--- src/design/etfp_pkg.sv ---
// shared constants, types and state encoding for the escape-time fractal pixel block
// no dependencies; every other file in the project takes names from here by scope
package etfp_pkg;

	localparam int ROWS           = 1024;
	localparam int COLUMNS        = 1024;
	localparam int ITERATION_BITS = 12;
	localparam int FRACTION_BITS  = 28;
	localparam int VALUE_BITS     = FRACTION_BITS + 4;

	localparam int INDEX_BITS     = 10;
	localparam int STEP_BITS      = 31;
	localparam int KIND_BITS      = 2;
	localparam int CFG_INDEX_BITS = 3;
	localparam int CFG_DATA_BITS  = 32;

	localparam int PROD_BITS      = 2 * VALUE_BITS;
	localparam int WIDE_BITS      = PROD_BITS + 1;
	localparam int PMAG_BITS      = PROD_BITS - FRACTION_BITS;
	localparam int SQRT6_SHIFT    = 30;

	// register indexes on the configuration channel
	localparam logic [CFG_INDEX_BITS-1:0] CFG_KIND      = 3'd0;
	localparam logic [CFG_INDEX_BITS-1:0] CFG_MAX_ITER  = 3'd1;
	localparam logic [CFG_INDEX_BITS-1:0] CFG_ORIGIN_RE = 3'd2;
	localparam logic [CFG_INDEX_BITS-1:0] CFG_ORIGIN_IM = 3'd3;
	localparam logic [CFG_INDEX_BITS-1:0] CFG_STEP      = 3'd4;

	// fractal kinds
	localparam logic [KIND_BITS-1:0] KIND_MANDELBROT   = 2'd0;
	localparam logic [KIND_BITS-1:0] KIND_SQRT6        = 2'd1;
	localparam logic [KIND_BITS-1:0] KIND_TRICORN      = 2'd2;
	localparam logic [KIND_BITS-1:0] KIND_BURNING_SHIP = 2'd3;

	// reset values of the registers
	localparam logic [KIND_BITS-1:0]      RST_KIND      = KIND_MANDELBROT;
	localparam logic [ITERATION_BITS-1:0] RST_MAX_ITER  = ITERATION_BITS'(64);
	localparam logic [VALUE_BITS-1:0]     RST_ORIGIN_RE = 32'hE000_0000;
	localparam logic [VALUE_BITS-1:0]     RST_ORIGIN_IM = 32'hE000_0000;
	localparam logic [STEP_BITS-1:0]      RST_STEP      = STEP_BITS'(1048576);

	// bitwise integer square root, evaluated at elaboration only
	function automatic logic [63:0] isqrt64(input logic [63:0] n_in);
		logic [63:0] n;
		logic [63:0] res;
		logic [63:0] b;
		n   = n_in;
		res = 64'd0;
		b   = 64'd1 << 62;
		for (int i = 0; i < 32; i++) begin
			if (n >= res + b) begin
				n   = n - (res + b);
				res = (res >> 1) + b;
			end else begin
				res = res >> 1;
			end
			b = b >> 2;
		end
		return res;
	endfunction

	// floor(sqrt(6) * 2^30), unsigned Q2.30
	localparam logic [VALUE_BITS-1:0] SQRT6 = VALUE_BITS'(isqrt64(64'd6 << 60));

	typedef enum logic [3:0] {
		ST_IDLE,
		ST_CR,
		ST_CI,
		ST_CC,
		ST_SQR,
		ST_SQI,
		ST_PRD,
		ST_PMAG,
		ST_UPD,
		ST_DONE
	} etfp_state_t;

	typedef struct packed {
		logic [VALUE_BITS-1:0] a;
		logic [VALUE_BITS-1:0] b;
	} etfp_mul_req_t;

endpackage

--- src/design/etfp_if.sv ---
// channel interfaces: pixel input, result output and configuration write
// depends on etfp_pkg for field widths
interface etfp_in_if;
	logic                             valid;
	logic                             ready;
	logic [etfp_pkg::INDEX_BITS-1:0]  row_index;
	logic [etfp_pkg::INDEX_BITS-1:0]  column_index;

	modport source(output valid, output row_index, output column_index, input ready);
	modport sink(input valid, input row_index, input column_index, output ready);
endinterface

interface etfp_out_if;
	logic                                 valid;
	logic                                 ready;
	logic [etfp_pkg::INDEX_BITS-1:0]      out_row;
	logic [etfp_pkg::INDEX_BITS-1:0]      out_column;
	logic [etfp_pkg::ITERATION_BITS-1:0]  iteration_count;

	modport source(output valid, output out_row, output out_column,
		output iteration_count, input ready);
	modport sink(input valid, input out_row, input out_column,
		input iteration_count, output ready);
endinterface

interface etfp_cfg_if;
	logic                                 valid;
	logic                                 ready;
	logic [etfp_pkg::CFG_INDEX_BITS-1:0]  index;
	logic [etfp_pkg::CFG_DATA_BITS-1:0]   data;

	modport source(output valid, output index, output data, input ready);
	modport sink(input valid, input index, input data, output ready);
endinterface

--- src/design/etfp_mul.sv ---
// shared unsigned multiplier with a registered product
// depends on etfp_pkg for the operand struct and widths
module etfp_mul (
	input  logic                               clk,
	input  etfp_pkg::etfp_mul_req_t            req,
	output logic [etfp_pkg::PROD_BITS-1:0]     prod_q
);

	always_ff @(posedge clk) begin
		prod_q <= etfp_pkg::PROD_BITS'(req.a) * etfp_pkg::PROD_BITS'(req.b);
	end

endmodule

--- src/design/escape_time_fractal_pixel_top.sv ---
// escape-time fractal pixel evaluator: sequencer, datapath and config registers
// depends on etfp_pkg, the channel interfaces in etfp_if and the shared multiplier etfp_mul
//
//  channel  dir  beat contents                                  handshake
//  pixel    in   row_index, column_index                        valid/ready
//  result   out  out_row, out_column, iteration_count           valid/ready
//  cfg      in   index, data (register write)                   valid/ready, always ready
//
// one pixel passes CR, CI and CC to set up c, then repeats the iteration states until the
// limit stops it or it escapes in PRD; each iteration steps through SQR, SQI, PRD, PMAG, UPD
// around the one 32x32 multiplier (two squares, cross product, sqrt6 scaling, update)
// reset returns the config registers to their defaults and the sequencer to idle.
// a finished result sits in the output register; the next pixel is taken while it waits,
// and only a second finished result stalls until the first beat is taken.
module escape_time_fractal_pixel_top (
	input  logic            clk,
	input  logic            arst_n,
	etfp_in_if.sink         pixel,
	etfp_out_if.source      result,
	etfp_cfg_if.sink        cfg
);

	localparam int VB = etfp_pkg::VALUE_BITS;
	localparam int FB = etfp_pkg::FRACTION_BITS;
	localparam int PB = etfp_pkg::PROD_BITS;
	localparam int WB = etfp_pkg::WIDE_BITS;
	localparam int MB = etfp_pkg::PMAG_BITS;
	localparam int IB = etfp_pkg::ITERATION_BITS;

	function automatic logic signed [VB-1:0] sat_wide(input logic signed [WB-1:0] v);
		logic hi_ones;
		logic hi_zeros;
		hi_ones  = &v[WB-1:VB-1];
		hi_zeros = ~|v[WB-1:VB-1];
		if (hi_ones || hi_zeros)
			return v[VB-1:0];
		else if (v[WB-1])
			return {1'b1, {(VB-1){1'b0}}};
		else
			return {1'b0, {(VB-1){1'b1}}};
	endfunction

	function automatic logic signed [VB-1:0] abs_sat(input logic signed [VB-1:0] v);
		if (!v[VB-1])
			return v;
		else if (v == {1'b1, {(VB-1){1'b0}}})
			return {1'b0, {(VB-1){1'b1}}};
		else
			return -v;
	endfunction

	function automatic logic signed [WB-1:0] sext_w(input logic [VB-1:0] v);
		return {{(WB-VB){v[VB-1]}}, v};
	endfunction

	function automatic logic [VB-1:0] mag_of(input logic [VB-1:0] v);
		return v[VB-1] ? (~v + 1'b1) : v;
	endfunction

	// configuration registers
	logic [etfp_pkg::KIND_BITS-1:0] kind_q;
	logic [IB-1:0]                  max_iter_q;
	logic [VB-1:0]                  origin_re_q;
	logic [VB-1:0]                  origin_im_q;
	logic [etfp_pkg::STEP_BITS-1:0] step_q;

	etfp_pkg::etfp_state_t state_q, state_d;

	logic [etfp_pkg::INDEX_BITS-1:0] row_q, col_q;
	logic signed [VB-1:0]            cr_q, ci_q, zr_q, zi_q;
	logic [VB-1:0]                   sr_q, si_q;
	logic [MB-1:0]                   p_mag_q;
	logic                            p_neg_q;
	logic [IB-1:0]                   count_q;

	logic                            res_valid_q;
	logic [etfp_pkg::INDEX_BITS-1:0] res_row_q, res_col_q;
	logic [IB-1:0]                   res_count_q;

	etfp_pkg::etfp_mul_req_t mul_req;
	logic [PB-1:0]           prod;

	logic                    accept;
	logic                    load_out;
	logic [VB-1:0]           origin_sel;
	logic signed [WB-1:0]    c_sum;
	logic [VB-1:0]           sq_val;
	logic [VB:0]             esc_sum;
	logic                    escape;
	logic [MB-1:0]           pm;
	logic [VB-1:0]           p_clamp;
	logic signed [WB-1:0]    nr_wide, ni_wide;
	logic [WB-1:0]           term_mag;
	logic                    term_neg;
	logic signed [WB-1:0]    term;
	logic signed [VB-1:0]    nr_sat, ni_sat, nr_fin, ni_fin;
	logic [IB-1:0]           count_next;
	logic                    at_limit;

	etfp_mul u_mul (
		.clk    (clk),
		.req    (mul_req),
		.prod_q (prod)
	);

	// configuration writes
	assign cfg.ready = 1'b1;

	always_ff @(posedge clk or negedge arst_n) begin
		if (!arst_n) begin
			kind_q      <= etfp_pkg::RST_KIND;
			max_iter_q  <= etfp_pkg::RST_MAX_ITER;
			origin_re_q <= etfp_pkg::RST_ORIGIN_RE;
			origin_im_q <= etfp_pkg::RST_ORIGIN_IM;
			step_q      <= etfp_pkg::RST_STEP;
		end else if (cfg.valid) begin
			case (cfg.index)
				etfp_pkg::CFG_KIND:      kind_q      <= cfg.data[etfp_pkg::KIND_BITS-1:0];
				etfp_pkg::CFG_MAX_ITER:  max_iter_q  <= cfg.data[IB-1:0];
				etfp_pkg::CFG_ORIGIN_RE: origin_re_q <= cfg.data[VB-1:0];
				etfp_pkg::CFG_ORIGIN_IM: origin_im_q <= cfg.data[VB-1:0];
				etfp_pkg::CFG_STEP:      step_q      <= cfg.data[etfp_pkg::STEP_BITS-1:0];
				default: ;
			endcase
		end
	end

	// datapath arithmetic around the shared multiplier
	always_comb begin
		origin_sel = (state_q == etfp_pkg::ST_CI) ? origin_re_q : origin_im_q;
		c_sum      = sext_w(origin_sel) + $signed({1'b0, prod});

		// square of a magnitude, shifted and saturated
		if (|prod[PB-1:FB+VB-1])
			sq_val = {1'b0, {(VB-1){1'b1}}};
		else
			sq_val = {1'b0, prod[FB+VB-2:FB]};
		esc_sum = {1'b0, sr_q} + {1'b0, sq_val};
		escape  = esc_sum >= ((VB+1)'(4) << FB);

		// cross product magnitude; beyond the clamp the sqrt6 result saturates anyway
		pm = prod[PB-1:FB];
		if (|pm[MB-1:VB-1])
			p_clamp = {1'b1, {(VB-1){1'b0}}};
		else
			p_clamp = pm[VB-1:0];

		nr_wide = $signed(WB'(sr_q)) - $signed(WB'(si_q)) + sext_w(cr_q);
		nr_sat  = sat_wide(nr_wide);

		if (kind_q == etfp_pkg::KIND_SQRT6) begin
			term_mag = WB'(prod[PB-1:etfp_pkg::SQRT6_SHIFT]);
			term_neg = p_neg_q;
		end else begin
			term_mag = WB'({p_mag_q, 1'b0});
			term_neg = p_neg_q ^ (kind_q == etfp_pkg::KIND_TRICORN);
		end
		term    = term_neg ? -$signed(term_mag) : $signed(term_mag);
		ni_wide = term + sext_w(ci_q);
		ni_sat  = sat_wide(ni_wide);

		if (kind_q == etfp_pkg::KIND_BURNING_SHIP) begin
			nr_fin = abs_sat(nr_sat);
			ni_fin = abs_sat(ni_sat);
		end else begin
			nr_fin = nr_sat;
			ni_fin = ni_sat;
		end

		count_next = count_q + 1'b1;
		at_limit   = count_next >= max_iter_q;
	end

	// sequencer: next state
	always_comb begin
		state_d = state_q;
		case (state_q)
			etfp_pkg::ST_IDLE: if (pixel.valid) state_d = etfp_pkg::ST_CR;
			etfp_pkg::ST_CR:   state_d = etfp_pkg::ST_CI;
			etfp_pkg::ST_CI:   state_d = etfp_pkg::ST_CC;
			etfp_pkg::ST_CC: begin
				if (max_iter_q == '0)
					state_d = etfp_pkg::ST_DONE;
				else
					state_d = etfp_pkg::ST_SQR;
			end
			etfp_pkg::ST_SQR:  state_d = etfp_pkg::ST_SQI;
			etfp_pkg::ST_SQI:  state_d = etfp_pkg::ST_PRD;
			etfp_pkg::ST_PRD:  state_d = escape ? etfp_pkg::ST_DONE : etfp_pkg::ST_PMAG;
			etfp_pkg::ST_PMAG: state_d = etfp_pkg::ST_UPD;
			etfp_pkg::ST_UPD:  state_d = at_limit ? etfp_pkg::ST_DONE : etfp_pkg::ST_SQR;
			etfp_pkg::ST_DONE: if (!res_valid_q || result.ready) state_d = etfp_pkg::ST_IDLE;
			default:           state_d = etfp_pkg::ST_IDLE;
		endcase
	end

	// sequencer: outputs and multiplier operand selection
	always_comb begin
		pixel.ready = 1'b0;
		load_out    = 1'b0;
		mul_req     = '0;
		case (state_q)
			etfp_pkg::ST_IDLE: pixel.ready = 1'b1;
			etfp_pkg::ST_CR: begin
				mul_req.a = VB'(row_q % etfp_pkg::ROWS);
				mul_req.b = VB'(step_q);
			end
			etfp_pkg::ST_CI: begin
				mul_req.a = VB'(col_q % etfp_pkg::COLUMNS);
				mul_req.b = VB'(step_q);
			end
			etfp_pkg::ST_SQR: begin
				mul_req.a = mag_of(zr_q);
				mul_req.b = mag_of(zr_q);
			end
			etfp_pkg::ST_SQI: begin
				mul_req.a = mag_of(zi_q);
				mul_req.b = mag_of(zi_q);
			end
			etfp_pkg::ST_PRD: begin
				mul_req.a = mag_of(zi_q);
				mul_req.b = mag_of(zr_q);
			end
			etfp_pkg::ST_PMAG: begin
				mul_req.a = p_clamp;
				mul_req.b = etfp_pkg::SQRT6;
			end
			etfp_pkg::ST_DONE: load_out = !res_valid_q || result.ready;
			default: ;
		endcase
	end

	assign accept = pixel.valid && pixel.ready;

	always_ff @(posedge clk or negedge arst_n) begin
		if (!arst_n)
			state_q <= etfp_pkg::ST_IDLE;
		else
			state_q <= state_d;
	end

	// working registers, payload only
	always_ff @(posedge clk) begin
		if (accept) begin
			row_q   <= pixel.row_index;
			col_q   <= pixel.column_index;
			zr_q    <= '0;
			zi_q    <= '0;
			count_q <= '0;
		end
		case (state_q)
			etfp_pkg::ST_CI:  cr_q <= sat_wide(c_sum);
			etfp_pkg::ST_CC:  ci_q <= sat_wide(c_sum);
			etfp_pkg::ST_SQI: sr_q <= sq_val;
			etfp_pkg::ST_PRD: si_q <= sq_val;
			etfp_pkg::ST_PMAG: begin
				p_mag_q <= pm;
				p_neg_q <= zr_q[VB-1] ^ zi_q[VB-1];
			end
			etfp_pkg::ST_UPD: begin
				zr_q    <= nr_fin;
				zi_q    <= ni_fin;
				count_q <= count_next;
			end
			default: ;
		endcase
	end

	// output register
	always_ff @(posedge clk or negedge arst_n) begin
		if (!arst_n)
			res_valid_q <= 1'b0;
		else if (load_out)
			res_valid_q <= 1'b1;
		else if (result.ready)
			res_valid_q <= 1'b0;
	end

	always_ff @(posedge clk) begin
		if (load_out) begin
			res_row_q   <= row_q;
			res_col_q   <= col_q;
			res_count_q <= count_q;
		end
	end

	assign result.valid           = res_valid_q;
	assign result.out_row         = res_row_q;
	assign result.out_column      = res_col_q;
	assign result.iteration_count = res_count_q;

	// a taken pixel always starts the coordinate set-up
	a_accept_starts: assert property (@(posedge clk) disable iff (!arst_n)
		accept |=> state_q == etfp_pkg::ST_CR)
		else $error("pixel beat taken without starting set-up");

	// a finished result waits while the previous beat is still held
	a_done_waits: assert property (@(posedge clk) disable iff (!arst_n)
		state_q == etfp_pkg::ST_DONE && res_valid_q && !result.ready
		|=> state_q == etfp_pkg::ST_DONE && res_valid_q)
		else $error("result overwritten before its beat was taken");

	// a stalled result beat keeps its count
	a_result_holds: assert property (@(posedge clk) disable iff (!arst_n)
		res_valid_q && !result.ready |=> res_valid_q && $stable(res_count_q))
		else $error("stalled result changed");

endmodule
--- src/flat_wrapper.sv ---
// flat-port wrapper written by rule: the top's interface ports become plain ports
module escape_time_fractal_pixel_top_flat 
  (clk, arst_n, pixel_valid, pixel_row_index, pixel_column_index, pixel_ready, result_valid, result_out_row, result_out_column, result_iteration_count, result_ready, cfg_valid, cfg_index, cfg_data, cfg_ready);
  etfp_in_if pixel_i ();
  etfp_out_if result_i ();
  etfp_cfg_if cfg_i ();
  input  logic clk;
  input  logic arst_n;
  input wire logic [$bits(pixel_i.valid)-1:0] pixel_valid;
  input wire logic [$bits(pixel_i.row_index)-1:0] pixel_row_index;
  input wire logic [$bits(pixel_i.column_index)-1:0] pixel_column_index;
  output wire logic [$bits(pixel_i.ready)-1:0] pixel_ready;
  output wire logic [$bits(result_i.valid)-1:0] result_valid;
  output wire logic [$bits(result_i.out_row)-1:0] result_out_row;
  output wire logic [$bits(result_i.out_column)-1:0] result_out_column;
  output wire logic [$bits(result_i.iteration_count)-1:0] result_iteration_count;
  input wire logic [$bits(result_i.ready)-1:0] result_ready;
  input wire logic [$bits(cfg_i.valid)-1:0] cfg_valid;
  input wire logic [$bits(cfg_i.index)-1:0] cfg_index;
  input wire logic [$bits(cfg_i.data)-1:0] cfg_data;
  output wire logic [$bits(cfg_i.ready)-1:0] cfg_ready;
  assign pixel_i.valid = pixel_valid;
  assign pixel_i.row_index = pixel_row_index;
  assign pixel_i.column_index = pixel_column_index;
  assign pixel_ready = pixel_i.ready;
  assign result_valid = result_i.valid;
  assign result_out_row = result_i.out_row;
  assign result_out_column = result_i.out_column;
  assign result_iteration_count = result_i.iteration_count;
  assign result_i.ready = result_ready;
  assign cfg_i.valid = cfg_valid;
  assign cfg_i.index = cfg_index;
  assign cfg_i.data = cfg_data;
  assign cfg_ready = cfg_i.ready;
  escape_time_fractal_pixel_top u_core (.clk(clk), .arst_n(arst_n), .pixel(pixel_i), .result(result_i), .cfg(cfg_i));
endmodule
--- config.mk ---
export PLATFORM = sky130hd
export DESIGN_NAME = escape_time_fractal_pixel_top_flat
export DESIGN_NICKNAME = d
export VERILOG_FILES = /design/src/design/etfp_pkg.sv /design/src/design/etfp_if.sv /design/src/design/etfp_mul.sv /design/src/design/escape_time_fractal_pixel_top.sv /design/src/flat_wrapper.sv
export SDC_FILE = /design/constraint.sdc
export NUM_CORES = 2
export LEC_CHECK = 0
export ABC_CLOCK_PERIOD_IN_PS = 14200
export BUFFER_PORTS_ARGS = -buffer_cell sky130_fd_sc_hd__buf_2
export CAP_MARGIN = 10
export CORE_MARGIN = 1
export CORE_UTILIZATION = 53
export DETAILED_ROUTE_END_ITERATION = 10
export PLACE_DENSITY = 0.69
export SYNTH_ARGS = -nofsm -noshare
export SYNTH_HDL_FRONTEND = slang
export SYNTH_SLANG_ARGS = --single-unit
--- constraint.sdc ---
create_clock -name clk -period 14.2 [get_ports clk]
set_clock_uncertainty 0.2 [all_clocks]
set_input_delay 0 -clock clk [delete_from_list [all_inputs] [get_ports clk]]
set_output_delay 0 -clock clk [all_outputs]
set_load 0.02 [all_outputs]
==> results.txt <==
----------------------------------------------------
[Yosys]
  Area contributors post-synth ... sky130_fd_sc_hd__fa_1, sky130_fd_sc_hd__edfxtp_1, sky130_fd_sc_hd__ha_1, sky130_fd_sc_hd__inv_1, sky130_fd_sc_hd__nand2_1
  Commonest register cell after synthesis ... sky130_fd_sc_hd__edfxtp_1
  Syn. warnings ... 0
  Number of enable flip-flop cells after synthesis ... 291
  Distinct cell type count after synthesis ... 106
  Total nets after synthesis ... 8948
  Portion of the post-synthesis area used by sequential elements ... 0.1924
  Mapped cell area ... 0.06695 mm²
  Async set or reset register ratio after synthesis ... 0.2431
  Number of synthesized register bits ... 469
  Post-Synthesis Cells ... 7483
  Synthesized area per cell ... 8.947 µm²
  Top cell type by total area after synthesis ... sky130_fd_sc_hd__fa_1
  Area share of the leading cell type in the synthesized netlist ... 0.2694

[Global route]
  First-pass GRT wire length ... 363.2 mm
  Via count of the first global-routing pass ... 56.30k
  Antenna violations before repair ... 29
  Maximum number of pins on one net before global-route repair ... 77
  All-Layer GR Usage ... 0.3880
  Overflow left after global routing ... 0

[Final layout]
  Syn-to-layout area delta ... 8.511%
  Sequential cell area ... 0.01288 mm²
  Number of non-filler instances in the completed layout ... 9250
  Non-Filler Cell Area, Final ... 0.07265 mm²
  Area taken by multi-input logic gates ... 0.04901 mm²
  Most common library cell in the layout ignoring fill and taps ... sky130_fd_sc_hd__inv_1
  Fraction of layout cells with a size suffix above 1 ... 0.07919
  Fin nets ... 9012
  Highest-count cells in the layout ignoring fill and taps ... sky130_fd_sc_hd__inv_1, sky130_fd_sc_hd__fa_1, sky130_fd_sc_hd__nand2_1
  Filler Cell Count ... 11.02k

[Critical path]
  Reg2reg start ... u_core.zi_q[2]
  Crit path max-delay cell type ... sky130_fd_sc_hd__or4_1
  Most frequent cell on the critical path ... sky130_fd_sc_hd__fa_1
  Cell count of the worst reg-to-reg path ... 37
  R2R Setup Slk ... 1860 ps
  Critical path peak fanout ... 10
  Max stage delay on crit path ... 650 ps
  Worst Path Class, Setup ... flop to flop
  Data required, critical path ... 14570 ps
  Crit path DAT ... 12720 ps
  Worst Setup End Kind ... flop
  End of the worst register-to-register path ... u_core.u_mul.prod_q[63]
  Startpoint types ... flop

[Placement]
  HPWL after detailed placement ... 191.1 mm
  # placed instances ... 9046
  Port Buffers ... 93
  Weighted congestion at the end of routability-driven global placement ... 1.026
  Cell area after placement ... 0.06989 mm²

[Floorplanning]
  Die extent in y ... 357.4 µm
  Initial standard-cell utilization of the core ... 0.5339
  Chip width ... 357.4 µm
  Floorplan row count ... 130
  Number of top-level pins ... 95
  Core area ... 0.1254 mm²
  Die area ... 0.1277 mm²

[STA]
  Post-route fraction of the period consumed by the critical path ... 0.8691
  Setup-failing EPs final ... 0
  Actual slew at the worst max-slew pin ... 1342 ps
  Max-slew violation total from the final report ... 0
  Final Critical Period ... 12340 ps
  Final Hold Viols ... 0
  RSZ-0062 raised after global routing ... no
  Max Freq ... 0.08103 GHz
  Normalized max-slew margin ... 0.09711
  Sum of negative setup slack ... 0 ps

[Status]
  Outcome ... finished clean

[CTS]
  Worst-Skew Late Latency ... 660 ps
  Count of buffers added by post-CTS timing repair for setup ... 0
  Clk sinks ... 469
  Maximum number of buffers from clock root to sink ... 3
  Clock Root Buffer ... sky130_fd_sc_hd__clkbuf_16
  Clock H-tree levels ... 2
  Clock buffers created by TritonCTS ... 53
  TritonCTS clock tree ... built
  Clock transition at the registers of the reported paths ... 70 ps

[Detailed routing]
  Detail-routed net length per standard cell ... 26.73 µm
  Total vias in the final route ... 57.52k
  Violation count after the first detailed-route iteration ... 6859
  Via-per-instance ratio ... 6.218
  DRT Wirelength ... 247.3 mm
  Remaining number of nets flagged by the antenna check after routing ... 0
  Router iterations before antenna repair ... 8
  DRC Markers ... 0

[Worst hold path]
  Cell depth of the worst min-delay path ... 3
  Critical hold path startpoint ... cfg_data[25]
  Class of the tightest hold or removal check ... input port to flop
  Endpoint of the worst hold-timing path ... u_core.step_q[25]

[Run]
  Maximum capacitance violations ... 0

----------------------------------------------------
==> through the flow <==
stage / hold WS [ps] / worst slack [ps] / utilization
2_1_floorplan: -495.6 / 2462 / -
3_3_place_gp: -221.1 / 2209 / 0.5572
3_5_place_dp: -215.6 / 2148 / 0.5573
4_1_cts: 0.2120 / 2128 / 0.5790
5_1_grt: 19.79 / 1346 / 0.5791
6_report: 17.85 / 1859 / 0.5793
==> worst max path at each step <==
stage | startpoint | slack, ps | endpoint | cells after the start
final | u_core.zi_q[2] | 1860 | u_core.u_mul.prod_q[63] | 37
after floorplan | u_core.state_q[3] | 2460 | u_core.u_mul.prod_q[56] | 38
after CTS | u_core.zi_q[2] | 2130 | u_core.u_mul.prod_q[63] | 37
after global placement | u_core.zi_q[2] | 2210 | u_core.u_mul.prod_q[56] | 35
after detailed placement | u_core.zi_q[2] | 2150 | u_core.u_mul.prod_q[63] | 37
after global routing | u_core.zi_q[2] | 1350 | u_core.u_mul.prod_q[63] | 37
==> layout make-up <==
type / count / area share
well taps: 1650 / 0.02842
flip-flops and latches: 469 / 0.1773
clock inverters: 31 / 0.004943
diodes: 11 / 0.0003789
multi-input cells: 5547 / 0.6746
clock buffers: 66 / 0.01936
inverters: 1118 / 0.05776
repair buffers: 358 / 0.03725
==> critical path, delay by kind of cell (launching register included) <==
| family | cells | cell delay (ps) |
|---|---|---|
| simple gates | 8 | 2810 |
| flops | 1 | 440 |
| xor+xnor | 2 | 300 |
| buf+inv | 4 | 570 |
| compound gates | 14 | 3630 |
| fa+ha+maj | 9 | 4270 |
==> repair_timing <==
item,4_1_cts,5_1_grt
hold buffers,94,0
hold endpoints to repair,261,0
gates resized for setup,0,0
endpoints found under the setup margin,0,0
==> routing by layer <==
layer | vias up | track usage | wire length [µm]
li1 | 24920 | - | -
met1 | 28560 | 0.5218 | 97230
met2 | 3317 | 0.5663 | 103900
met3 | 698 | 0.1050 | 29570
met4 | 22 | 0.2158 | 16400
met5 | - | 0 | 166
==> state kept, by name (all words and copies together) (netlist names), 32 cells and up <==
name / count
u_core.u_mul.prod_q: 64
u_core.p_mag_q: 36
u_core.ci_q: 32
u_core.cr_q: 32
u_core.origin_im_q: 32
u_core.origin_re_q: 32
u_core.zi_q: 32
u_core.zr_q: 32
==> cells by family after synthesis <==
kind of cell	synth area share
simple gates	0.1559
buf+inv	0.08258
compound gates	0.1318
flops	0.1924
mux	0.02942
xor+xnor	0.04422
fa+ha+maj	0.3636
other cells	0.00005601
==> synth_stat cells, types with 103 or more instances <==
master	n
sky130_fd_sc_hd__xnor2_1	210
sky130_fd_sc_hd__dfrtp_1	106
sky130_fd_sc_hd__o21ai_0	224
sky130_fd_sc_hd__a21o_1	149
sky130_fd_sc_hd__nand2_1	798
sky130_fd_sc_hd__inv_1	1117
sky130_fd_sc_hd__nor3_1	113
sky130_fd_sc_hd__fa_1	901
sky130_fd_sc_hd__clkbuf_1	323
sky130_fd_sc_hd__a21oi_1	369
sky130_fd_sc_hd__xor2_1	128
sky130_fd_sc_hd__ha_1	504
sky130_fd_sc_hd__edfxtp_1	291
sky130_fd_sc_hd__nor2_1	790
sky130_fd_sc_hd__nand2b_1	103
sky130_fd_sc_hd__mux2_2	134
sky130_fd_sc_hd__nand3_1	114
Power is not shown: default switching activity piles up to over one toggle a cycle in this logic, so the estimate is an artifact.
